--- config.mk ---
export PLATFORM = sky130hd
export DESIGN_NAME = fuzzy_membership_evaluator
export DESIGN_NICKNAME = d
export VERILOG_FILES = /design/src/rtl/fme_pkg.sv /design/src/rtl/fuzzy_membership_evaluator.sv /design/src/rtl/fme_front.sv /design/src/rtl/fme_queue.sv /design/src/rtl/fme_back.sv
export SDC_FILE = /design/constraint.sdc
export NUM_CORES = 2
export LEC_CHECK = 0
export BUFFER_PORTS_ARGS = -buffer_cell sky130_fd_sc_hd__buf_4
export CORE_UTILIZATION = 44
export DETAILED_ROUTE_END_ITERATION = 6
export PLACE_DENSITY = 0.66
export SYNTH_ARGS = -nofsm -noshare
export SYNTH_HDL_FRONTEND = slang
export SYNTH_SLANG_ARGS = --single-unit
--- constraint.sdc ---
create_clock -name i_clk -period 9.3 [get_ports i_clk]
set_input_delay 0.93 -clock i_clk [delete_from_list [all_inputs] [get_ports i_clk]]
set_output_delay 0.93 -clock i_clk [all_outputs]
set_load 0.005 [all_outputs]
--- src/rtl/fme_pkg.sv ---
// Shared types and constants for the fuzzy membership evaluator.
// No dependencies; used by every module of the block.
`timescale 1ns / 1ps

package fme_pkg;

    // Fractional bits of the degree; one divider step per bit.
    localparam int FRAC_BITS   = 15;
    localparam int DEGREE_W    = 16;
    localparam logic [DEGREE_W-1:0] DEGREE_FULL = 16'h8000;
    localparam logic [DEGREE_W-1:0] DEGREE_ZERO = 16'h0000;

    // Accept edge to result edge: front register, queue, divider entry register,
    // one register per quotient bit, output register.
    localparam int LATENCY     = FRAC_BITS + 4;

    localparam int QUEUE_DEPTH = 2;

    // Configuration port.
    localparam int CFG_DATA_W  = 32;
    localparam int CFG_ADDR_W  = 5;
    localparam int REG_IDX_W   = 3;
    localparam logic [REG_IDX_W-1:0] REG_SHAPE = 3'd0;
    localparam logic [REG_IDX_W-1:0] REG_P1    = 3'd1;
    localparam logic [REG_IDX_W-1:0] REG_P2    = 3'd2;
    localparam logic [REG_IDX_W-1:0] REG_P3    = 3'd3;
    localparam logic [REG_IDX_W-1:0] REG_P4    = 3'd4;

    // Shape codes.
    localparam int SHAPE_W = 3;
    typedef logic [SHAPE_W-1:0] t_shape;
    localparam t_shape SHAPE_LEFT     = 3'd0;
    localparam t_shape SHAPE_RIGHT    = 3'd1;
    localparam t_shape SHAPE_TRIANGLE = 3'd2;
    localparam t_shape SHAPE_TRAP     = 3'd3;
    localparam t_shape SHAPE_INTERVAL = 3'd4;
    localparam t_shape SHAPE_SINGLE   = 3'd5;

    // Classification handed from the front to the back.
    localparam int KIND_W = 2;
    typedef logic [KIND_W-1:0] t_kind;
    localparam t_kind KIND_ZERO = 2'd0;
    localparam t_kind KIND_FULL = 2'd1;
    localparam t_kind KIND_RAMP = 2'd2;

    typedef struct packed {
        logic full;
        logic empty;
    } t_q_status;

endpackage

--- src/rtl/fuzzy_membership_evaluator.sv ---
// Top level of the fuzzy membership evaluator: APB register file, front end, queue
// and divider back end. Depends on fme_pkg, fme_front, fme_queue and fme_back.
`timescale 1ns / 1ps

// Usage:
//   Configuration: APB registers at byte addresses 0x00 shape_mode, 0x04 point_one,
//   0x08 point_two, 0x0C point_three, 0x10 point_four. Points are signed,
//   SAMPLE_WIDTH bits, sign-extended on read. Write only while the block is idle.
//   Input: raise i_start with i_sample; the sample is taken at an edge where
//   o_busy is low. A new sample may be taken at every edge.
//   Output: o_done strobes for one cycle with o_degree, membership in Q1.15
//   (0x8000 is full membership). Results come out in input order.
//   Path: from the accepting edge to the edge that takes the result, a sample passes
//   one classify register, one queue slot, one divider entry register,
//   15 divider stages and one output register.
//   Throughput: one sample per cycle while o_busy is low; the divider takes one
//   quotient bit per stage. The receiver cannot stall; the back end never waits,
//   so the queue stays nearly empty and o_busy stays low in normal operation.
//   Reset (synchronous, active low) clears the configuration registers to zero
//   (left shoulder, all breakpoints zero) and drops every sample in flight.
module fuzzy_membership_evaluator #(
    parameter int SAMPLE_WIDTH = 16
) (
    input  logic                               i_clk,
    input  logic                               i_rst_n,
    input  logic                               psel,
    input  logic                               penable,
    input  logic                               pwrite,
    input  logic [fme_pkg::CFG_ADDR_W-1:0]     paddr,
    input  logic [fme_pkg::CFG_DATA_W-1:0]     pwdata,
    output logic [fme_pkg::CFG_DATA_W-1:0]     prdata,
    output logic                               pready,
    input  logic                               i_start,
    input  logic signed [SAMPLE_WIDTH-1:0]     i_sample,
    output logic                               o_busy,
    output logic                               o_done,
    output logic [fme_pkg::DEGREE_W-1:0]       o_degree
);

    localparam int ENTRY_W = fme_pkg::KIND_W + 2 * SAMPLE_WIDTH;

    fme_pkg::t_shape                r_shape;
    logic signed [SAMPLE_WIDTH-1:0] r_p1;
    logic signed [SAMPLE_WIDTH-1:0] r_p2;
    logic signed [SAMPLE_WIDTH-1:0] r_p3;
    logic signed [SAMPLE_WIDTH-1:0] r_p4;

    logic                               cfg_wr;
    logic [fme_pkg::REG_IDX_W-1:0]      cfg_idx;
    fme_pkg::t_q_status                 q_status;
    logic                               push;
    logic [ENTRY_W-1:0]                 push_entry;
    logic [ENTRY_W-1:0]                 head_entry;
    logic                               pop;

    assign pready  = 1'b1;
    assign cfg_wr  = psel && penable && pwrite && pready;
    assign cfg_idx = paddr[fme_pkg::CFG_ADDR_W-1:2];

    always_ff @(posedge i_clk) begin
        if (!i_rst_n) begin
            r_shape <= fme_pkg::SHAPE_LEFT;
            r_p1    <= '0;
            r_p2    <= '0;
            r_p3    <= '0;
            r_p4    <= '0;
        end else if (cfg_wr) begin
            case (cfg_idx)
                fme_pkg::REG_SHAPE: r_shape <= pwdata[fme_pkg::SHAPE_W-1:0];
                fme_pkg::REG_P1:    r_p1    <= pwdata[SAMPLE_WIDTH-1:0];
                fme_pkg::REG_P2:    r_p2    <= pwdata[SAMPLE_WIDTH-1:0];
                fme_pkg::REG_P3:    r_p3    <= pwdata[SAMPLE_WIDTH-1:0];
                fme_pkg::REG_P4:    r_p4    <= pwdata[SAMPLE_WIDTH-1:0];
                default: begin
                end
            endcase
        end
    end

    always_comb begin
        case (cfg_idx)
            fme_pkg::REG_SHAPE: prdata = fme_pkg::CFG_DATA_W'(r_shape);
            fme_pkg::REG_P1:    prdata = fme_pkg::CFG_DATA_W'(r_p1);
            fme_pkg::REG_P2:    prdata = fme_pkg::CFG_DATA_W'(r_p2);
            fme_pkg::REG_P3:    prdata = fme_pkg::CFG_DATA_W'(r_p3);
            fme_pkg::REG_P4:    prdata = fme_pkg::CFG_DATA_W'(r_p4);
            default:            prdata = '0;
        endcase
    end

    assign o_busy = q_status.full;
    assign pop    = !q_status.empty;

    fme_front #(
        .SAMPLE_WIDTH(SAMPLE_WIDTH)
    ) u_front (
        .i_clk      (i_clk),
        .i_rst_n    (i_rst_n),
        .i_start    (i_start),
        .i_sample   (i_sample),
        .i_shape    (r_shape),
        .i_p1       (r_p1),
        .i_p2       (r_p2),
        .i_p3       (r_p3),
        .i_p4       (r_p4),
        .i_q_status (q_status),
        .o_push     (push),
        .o_entry    (push_entry)
    );

    fme_queue #(
        .WIDTH(ENTRY_W)
    ) u_queue (
        .i_clk    (i_clk),
        .i_rst_n  (i_rst_n),
        .i_push   (push),
        .i_data   (push_entry),
        .i_pop    (pop),
        .o_data   (head_entry),
        .o_status (q_status)
    );

    fme_back #(
        .SAMPLE_WIDTH(SAMPLE_WIDTH)
    ) u_back (
        .i_clk    (i_clk),
        .i_rst_n  (i_rst_n),
        .i_valid  (pop),
        .i_entry  (head_entry),
        .o_done   (o_done),
        .o_degree (o_degree)
    );

endmodule

--- src/rtl/fme_front.sv ---
// Front end: accepts samples and classifies them against the breakpoints.
// Emits kind, ramp numerator and denominator; depends on fme_pkg.
`timescale 1ns / 1ps

module fme_front #(
    parameter int SAMPLE_WIDTH = 16
) (
    input  logic                                  i_clk,
    input  logic                                  i_rst_n,
    input  logic                                  i_start,
    input  logic signed [SAMPLE_WIDTH-1:0]        i_sample,
    input  fme_pkg::t_shape                       i_shape,
    input  logic signed [SAMPLE_WIDTH-1:0]        i_p1,
    input  logic signed [SAMPLE_WIDTH-1:0]        i_p2,
    input  logic signed [SAMPLE_WIDTH-1:0]        i_p3,
    input  logic signed [SAMPLE_WIDTH-1:0]        i_p4,
    input  fme_pkg::t_q_status                    i_q_status,
    output logic                                  o_push,
    output logic [fme_pkg::KIND_W+2*SAMPLE_WIDTH-1:0] o_entry
);

    logic                           r_valid;
    logic                           n_valid;
    logic signed [SAMPLE_WIDTH-1:0] r_sample;

    logic                           accept;
    fme_pkg::t_kind                 kind;
    logic signed [SAMPLE_WIDTH-1:0] edge_lo;
    logic signed [SAMPLE_WIDTH-1:0] edge_hi;
    logic                           rising;
    logic signed [SAMPLE_WIDTH:0]   x_ext;
    logic signed [SAMPLE_WIDTH:0]   lo_ext;
    logic signed [SAMPLE_WIDTH:0]   hi_ext;
    logic signed [SAMPLE_WIDTH:0]   num_full;
    logic signed [SAMPLE_WIDTH:0]   den_full;

    assign accept = i_start && !i_q_status.full;
    assign o_push = r_valid && !i_q_status.full;

    always_comb begin
        n_valid = r_valid;
        if (accept) begin
            n_valid = 1'b1;
        end else if (o_push) begin
            n_valid = 1'b0;
        end
    end

    always_ff @(posedge i_clk) begin
        if (!i_rst_n) begin
            r_valid <= 1'b0;
        end else begin
            r_valid <= n_valid;
        end
    end

    always_ff @(posedge i_clk) begin
        if (accept) begin
            r_sample <= i_sample;
        end
    end

    // Tests follow a fixed order so unordered breakpoints behave predictably.
    always_comb begin
        kind    = fme_pkg::KIND_ZERO;
        edge_lo = i_p1;
        edge_hi = i_p2;
        rising  = 1'b1;
        case (i_shape)
            fme_pkg::SHAPE_LEFT: begin
                rising = 1'b0;
                if (r_sample <= i_p1) begin
                    kind = fme_pkg::KIND_FULL;
                end else if (r_sample >= i_p2) begin
                    kind = fme_pkg::KIND_ZERO;
                end else begin
                    kind = fme_pkg::KIND_RAMP;
                end
            end
            fme_pkg::SHAPE_RIGHT: begin
                if (r_sample >= i_p2) begin
                    kind = fme_pkg::KIND_FULL;
                end else if (r_sample <= i_p1) begin
                    kind = fme_pkg::KIND_ZERO;
                end else begin
                    kind = fme_pkg::KIND_RAMP;
                end
            end
            fme_pkg::SHAPE_TRIANGLE: begin
                if (r_sample <= i_p1 || r_sample >= i_p3) begin
                    kind = fme_pkg::KIND_ZERO;
                end else if (r_sample < i_p2) begin
                    kind = fme_pkg::KIND_RAMP;
                end else if (r_sample > i_p2) begin
                    kind    = fme_pkg::KIND_RAMP;
                    edge_lo = i_p2;
                    edge_hi = i_p3;
                    rising  = 1'b0;
                end else begin
                    kind = fme_pkg::KIND_FULL;
                end
            end
            fme_pkg::SHAPE_TRAP: begin
                if (r_sample <= i_p1 || r_sample >= i_p4) begin
                    kind = fme_pkg::KIND_ZERO;
                end else if (r_sample < i_p2) begin
                    kind = fme_pkg::KIND_RAMP;
                end else if (r_sample > i_p3) begin
                    kind    = fme_pkg::KIND_RAMP;
                    edge_lo = i_p3;
                    edge_hi = i_p4;
                    rising  = 1'b0;
                end else begin
                    kind = fme_pkg::KIND_FULL;
                end
            end
            fme_pkg::SHAPE_INTERVAL: begin
                if (r_sample >= i_p1 && r_sample <= i_p2) begin
                    kind = fme_pkg::KIND_FULL;
                end
            end
            fme_pkg::SHAPE_SINGLE: begin
                if (r_sample == i_p1) begin
                    kind = fme_pkg::KIND_FULL;
                end
            end
            default: begin
                kind = fme_pkg::KIND_ZERO;
            end
        endcase
    end

    // On a ramp lo < x < hi, so both differences are positive and fit the sample width.
    assign x_ext    = {r_sample[SAMPLE_WIDTH-1], r_sample};
    assign lo_ext   = {edge_lo[SAMPLE_WIDTH-1], edge_lo};
    assign hi_ext   = {edge_hi[SAMPLE_WIDTH-1], edge_hi};
    assign num_full = rising ? (x_ext - lo_ext) : (hi_ext - x_ext);
    assign den_full = hi_ext - lo_ext;

    assign o_entry = {kind, num_full[SAMPLE_WIDTH-1:0], den_full[SAMPLE_WIDTH-1:0]};

endmodule

--- src/rtl/fme_queue.sv ---
// Short queue between the front end and the divider back end.
// Depends on fme_pkg for its depth and status type.
`timescale 1ns / 1ps

module fme_queue #(
    parameter int WIDTH = 34
) (
    input  logic               i_clk,
    input  logic               i_rst_n,
    input  logic               i_push,
    input  logic [WIDTH-1:0]   i_data,
    input  logic               i_pop,
    output logic [WIDTH-1:0]   o_data,
    output fme_pkg::t_q_status o_status
);

    localparam int DEPTH = fme_pkg::QUEUE_DEPTH;
    localparam int PTR_W = (DEPTH > 1) ? $clog2(DEPTH) : 1;
    localparam int CNT_W = $clog2(DEPTH + 1);

    logic [WIDTH-1:0] r_mem [DEPTH];
    logic [PTR_W-1:0] r_wr_ptr;
    logic [PTR_W-1:0] r_rd_ptr;
    logic [CNT_W-1:0] r_count;
    logic [PTR_W-1:0] n_wr_ptr;
    logic [PTR_W-1:0] n_rd_ptr;
    logic [CNT_W-1:0] n_count;

    always_comb begin
        n_wr_ptr = r_wr_ptr;
        n_rd_ptr = r_rd_ptr;
        n_count  = r_count;
        if (i_push) begin
            n_wr_ptr = (r_wr_ptr == PTR_W'(DEPTH - 1)) ? '0 : r_wr_ptr + 1'b1;
        end
        if (i_pop) begin
            n_rd_ptr = (r_rd_ptr == PTR_W'(DEPTH - 1)) ? '0 : r_rd_ptr + 1'b1;
        end
        if (i_push && !i_pop) begin
            n_count = r_count + 1'b1;
        end else if (i_pop && !i_push) begin
            n_count = r_count - 1'b1;
        end
    end

    always_ff @(posedge i_clk) begin
        if (!i_rst_n) begin
            r_wr_ptr <= '0;
            r_rd_ptr <= '0;
            r_count  <= '0;
        end else begin
            r_wr_ptr <= n_wr_ptr;
            r_rd_ptr <= n_rd_ptr;
            r_count  <= n_count;
        end
    end

    always_ff @(posedge i_clk) begin
        if (i_push) begin
            r_mem[r_wr_ptr] <= i_data;
        end
    end

    assign o_data         = r_mem[r_rd_ptr];
    assign o_status.full  = (r_count == CNT_W'(DEPTH));
    assign o_status.empty = (r_count == '0);

endmodule

--- src/rtl/fme_back.sv ---
// Back end: pipelined restoring divider, one quotient bit per stage,
// and the registered result strobe. Depends on fme_pkg.
`timescale 1ns / 1ps

module fme_back #(
    parameter int SAMPLE_WIDTH = 16
) (
    input  logic                                      i_clk,
    input  logic                                      i_rst_n,
    input  logic                                      i_valid,
    input  logic [fme_pkg::KIND_W+2*SAMPLE_WIDTH-1:0] i_entry,
    output logic                                      o_done,
    output logic [fme_pkg::DEGREE_W-1:0]              o_degree
);

    localparam int STEPS = fme_pkg::FRAC_BITS;
    localparam int QW    = fme_pkg::FRAC_BITS;

    logic                          r_vld  [STEPS+1];
    fme_pkg::t_kind                r_kind [STEPS+1];
    logic [SAMPLE_WIDTH-1:0]       r_rem  [STEPS+1];
    logic [SAMPLE_WIDTH-1:0]       r_den  [STEPS+1];
    logic [QW-1:0]                 r_quo  [STEPS+1];
    logic [SAMPLE_WIDTH-1:0]       n_rem  [STEPS];
    logic [QW-1:0]                 n_quo  [STEPS];
    logic                          r_done;
    logic [fme_pkg::DEGREE_W-1:0]  r_degree;
    logic [fme_pkg::DEGREE_W-1:0]  n_degree;

    // Remainder stays below the divisor, so doubling fits one extra bit.
    always_comb begin
        logic [SAMPLE_WIDTH:0] dbl;
        logic [SAMPLE_WIDTH:0] dif;
        for (int i = 0; i < STEPS; i++) begin
            dbl = {r_rem[i], 1'b0};
            dif = dbl - {1'b0, r_den[i]};
            if (dbl >= {1'b0, r_den[i]}) begin
                n_rem[i] = dif[SAMPLE_WIDTH-1:0];
                n_quo[i] = {r_quo[i][QW-2:0], 1'b1};
            end else begin
                n_rem[i] = dbl[SAMPLE_WIDTH-1:0];
                n_quo[i] = {r_quo[i][QW-2:0], 1'b0};
            end
        end
    end

    always_ff @(posedge i_clk) begin
        if (!i_rst_n) begin
            for (int i = 0; i <= STEPS; i++) begin
                r_vld[i] <= 1'b0;
            end
        end else begin
            r_vld[0] <= i_valid;
            for (int i = 0; i < STEPS; i++) begin
                r_vld[i+1] <= r_vld[i];
            end
        end
    end

    always_ff @(posedge i_clk) begin
        r_kind[0] <= i_entry[fme_pkg::KIND_W+2*SAMPLE_WIDTH-1 -: fme_pkg::KIND_W];
        r_rem[0]  <= i_entry[2*SAMPLE_WIDTH-1 -: SAMPLE_WIDTH];
        r_den[0]  <= i_entry[SAMPLE_WIDTH-1:0];
        r_quo[0]  <= '0;
        for (int i = 0; i < STEPS; i++) begin
            r_kind[i+1] <= r_kind[i];
            r_rem[i+1]  <= n_rem[i];
            r_den[i+1]  <= r_den[i];
            r_quo[i+1]  <= n_quo[i];
        end
    end

    // Numerator is below the divisor on a ramp, so the quotient never reaches full.
    always_comb begin
        case (r_kind[STEPS])
            fme_pkg::KIND_FULL: n_degree = fme_pkg::DEGREE_FULL;
            fme_pkg::KIND_RAMP: n_degree = fme_pkg::DEGREE_W'(r_quo[STEPS]);
            default:            n_degree = fme_pkg::DEGREE_ZERO;
        endcase
    end

    always_ff @(posedge i_clk) begin
        if (!i_rst_n) begin
            r_done <= 1'b0;
        end else begin
            r_done <= r_vld[STEPS];
        end
    end

    always_ff @(posedge i_clk) begin
        r_degree <= n_degree;
    end

    assign o_done   = r_done;
    assign o_degree = r_degree;

endmodule

==> summary.txt <==
Pwr
  • VDD IR-drop max: 202 uV
  • P_leak: 18.5 nW
  • Power per Cell Area: 400 nW/um2

Floorplanning
  • Die X: roughly 290 um
  • Top Ports: 110
  • Core footprint: 84200 um2
  • Initial Util: between 40 and 50%
  • Full die area: roughly 87000 um2
  • Rows: 106
  • Chip height: approximately 290 um

Worst setup path
  • Worst Setup Path Type: reg -> reg
  • Startpoint types: register
  • Critical path arrival: about 8000 ps
  • Crit path capture type: register
  • Worst Path Required: 9680 ps
  • Maximum fanout along the worst path: 47

Routing
  • Antenna viol nets, final: 0
  • Via density: between 5 and 6
  • DR iter-0 viols: 1436
  • Routed Wire Length: 80400 um
  • Routed via count: 26155
  • Drt wl/cell: 15.5 um
  • First drt pass iteration count: 7
  • Drt drc: 0

Synth
  • Area leader, netlist: dfxtp_1
  • Unique cell type count in the Yosys netlist: 89
  • Ys async rst share: 0%
  • Avg Synthesized Cell Area: ~9.8 um2
  • Ys flop type: dfxtp_1
  • Syn_nets: 4287
  • EDFF count, synth: 84
  • Cell count after synthesis: 3864
  • Post-synthesis cell area: 37700 um2
  • Yosys top cell area share: between 30% and 40%
  • Sequential share of the synthesized area: 45.9%
  • Area contributors post-synth: dfxtp_1, ha_1, edfxtp_1
  • Yosys reg bits: 822
  • Synth warnings: 0

Place
  • Dpl cell area: 39600 um2
  • Port buffer count: 90
  • DPL Wire Length: 60500 um
  • Placer Congestion: 0.877

GRT
  • First-pass GRT wire length: 130000 um
  • Vias in the first global route: 25773
  • GRT Resource Usage Total: roughly 19%
  • Global route total overflow: 0
  • Antenna violations before repair: 0
  • Largest net degree at the start of global routing: 91

Clocking
  • Resize count post-CTS: 0
  • # Post-CTS Setup Buffers: 0
  • Inserted Clock Buffers: 87
  • Root Buffer: clkbuf_16
  • Clock slew at reported path FFs: 60 ps
  • TritonCTS clock tree: yes
  • CTS Buffer Depth: 3
  • CTS H-tree lvls: 3
  • Sink Count: 822
  • CTS Hold Bufs: 0
  • Latest clock arrival within the worst-skew pair: 640 ps

Final layout
  • Core Util, Final: roughly 50%
  • Area occupied by multi-input gates: 18300 um2
  • Design Area, Final: 42500 um2
  • Share of cells above drive strength 1: 12.8%
  • FF/Latch Area: 17300 um2
  • Diodes inserted: 0
  • Layout Nets: 4401
  • Fillcell total: 7743
  • Area Overhead vs Synth: 12.7%

Flow run
  • Max Cap Viol: 0

STA
  • RSZ-0062 raised after global routing: false
  • Fmax: 0.132 GHz
  • Setup Viol. Count Final: 0
  • Fin. Hold Viols: 0
  • Worst-Margin Slew: around 1200 ps
  • Final period utilization: 81.6%
  • Slew headroom: 18.9%
  • Clock Skews: 31.2 ps
  • Post-route minimum period: around 7600 ps
  • Setup TNS: 0 ps
  • Slew Limit Fails: 0

Outcome
  • Status: completed

Hold path
  • Worst Hold Class: reg -> reg
-- cell usage after synthesis, drive strengths merged (50+ instances only) --
library cell and count:
a21oi 155, mux2 207, o21ai 218, a21o 50, xor2 58, nor2b 63
dfxtp 738, nand2 337, a21boi 118, nand3 51, xnor2 75, ha 349
edfxtp 84, o21a 54, nand4 57, inv 468, nor3 69, nor2 234
-- critical path, stage by stage, from the launching register on --
cell and delay (ps):
edfxtp_1 550, ha_1 430, nand4_1 220, nor4_2 530, o21ai_1 230, and4_1 340
o211a_1 310, nand2_2 700, nand2_1 700, o21ai_0 580, ha_1 380, and3_1 200
a221oi_1 330, nor2b_1 130, or4b_2 620, o22a_1 220, a311o_1 390, nand2_1 90
mux2i_1 70, a211o_1 300
-- kinds of logic (layout without fill, tap and decap cells) --
logic type               after synthesis  in the layout  synth area share, %
buffers and inverters                551            737                 5.73
multiplexers                         251            251                 7.35
adder cells (fa/ha/maj)              365            365                 12.4
other                                  1              1              0.00995
flip-flops                           822            822                 45.9
AO/OA/AOI/OAI                        750            750                 12.9
XOR/XNOR                             133            133                 3.09
AND/OR/NAND/NOR                      991            991                 12.6
-- cells in the final DEF (no fill, tap or decap), drive strengths merged, types with 16 or more instances in the layout --
master and n:
dfxtp 738, inv 475, ha 349, nand2 337, nor2 234, o21ai 218
mux2 207, a21oi 155, clkbuf 125, a21boi 118, buf 107, edfxtp 84
xnor2 75, nor3 69, nor2b 63, xor2 58, nand4 57, o21a 54
nand3 51, a21o 50, and2 47, mux2i 44, nand2b 28, nor4 26
a31oi 25, clkinv 21, or3 19, o22ai 17, or2 16
-- metal layers --
metal	vias to the layer above	track usage [%]	part of all wire (%)
li1	13474	-	-
met1	12164	23.4	46
met2	410	31.9	47
met3	107	2.60	3.7
met4	0	6.77	2.6
met5	-	0	0
-- flip-flops by register name (all words and copies together) (netlist names), 2 cells and up, named ones only --
register / cells
u_back.r_vld: 16
u_back.o_degree: 16
u_back.r_rem: 240
u_front.r_sample: 16
u_queue.r_mem: 68
u_back.r_den: 240
r_p4: 16
r_p3: 16
u_back.r_kind: 32
u_queue.r_count: 2
r_shape: 3
r_p2: 16
r_p1: 16
u_back.r_quo: 120
-- worst paths after layout --
kind | slack (ps) | endpoint | start | cells past startpoint
worst max-delay path | 1710 | u_queue.r_mem[0][30] | u_front.r_sample[15] | 19
worst min-delay path | 310 | u_back.r_quo[12][7] | u_back.r_quo[11][6] | 0
worst max register to register | 1710 | u_queue.r_mem[0][30] | u_front.r_sample[15] | 19
worst min register to register | 310 | u_back.r_quo[12][7] | u_back.r_quo[11][6] | 0
-- layout make-up --
cell class,count,area share [%]
multi-input combinational,2491,43.0
sequential,822,40.7
clock buffer,125,5.89
inverter,469,4.15
tap,1134,3.34
timing repair buffer,107,1.89
clock inverter,36,0.958
-- report_power, final --
part	switching [W]	leakage [nW]	total (W)	internal, W
Combinational	0.00411	10.1	0.00787	0.00376
Sequential	0.000668	6.97	0.00566	0.00499
Clock	0.00143	1.42	0.00346	0.00203
-- per-stage QoR --
step                      setup slack, ps  power [W]  instances  hold WS [ps]
after floorplan                      3920     0.0116       3864           310
after global placement               1960     0.0134       5023           311
after detailed placement             1920     0.0135       5023           312
after CTS                            1920     0.0171       5184           306
after global routing                 1340     0.0183       5184           308
final                                1710     0.0170       5184           308
No activity file was read; power rests on OpenSTA's default activity.
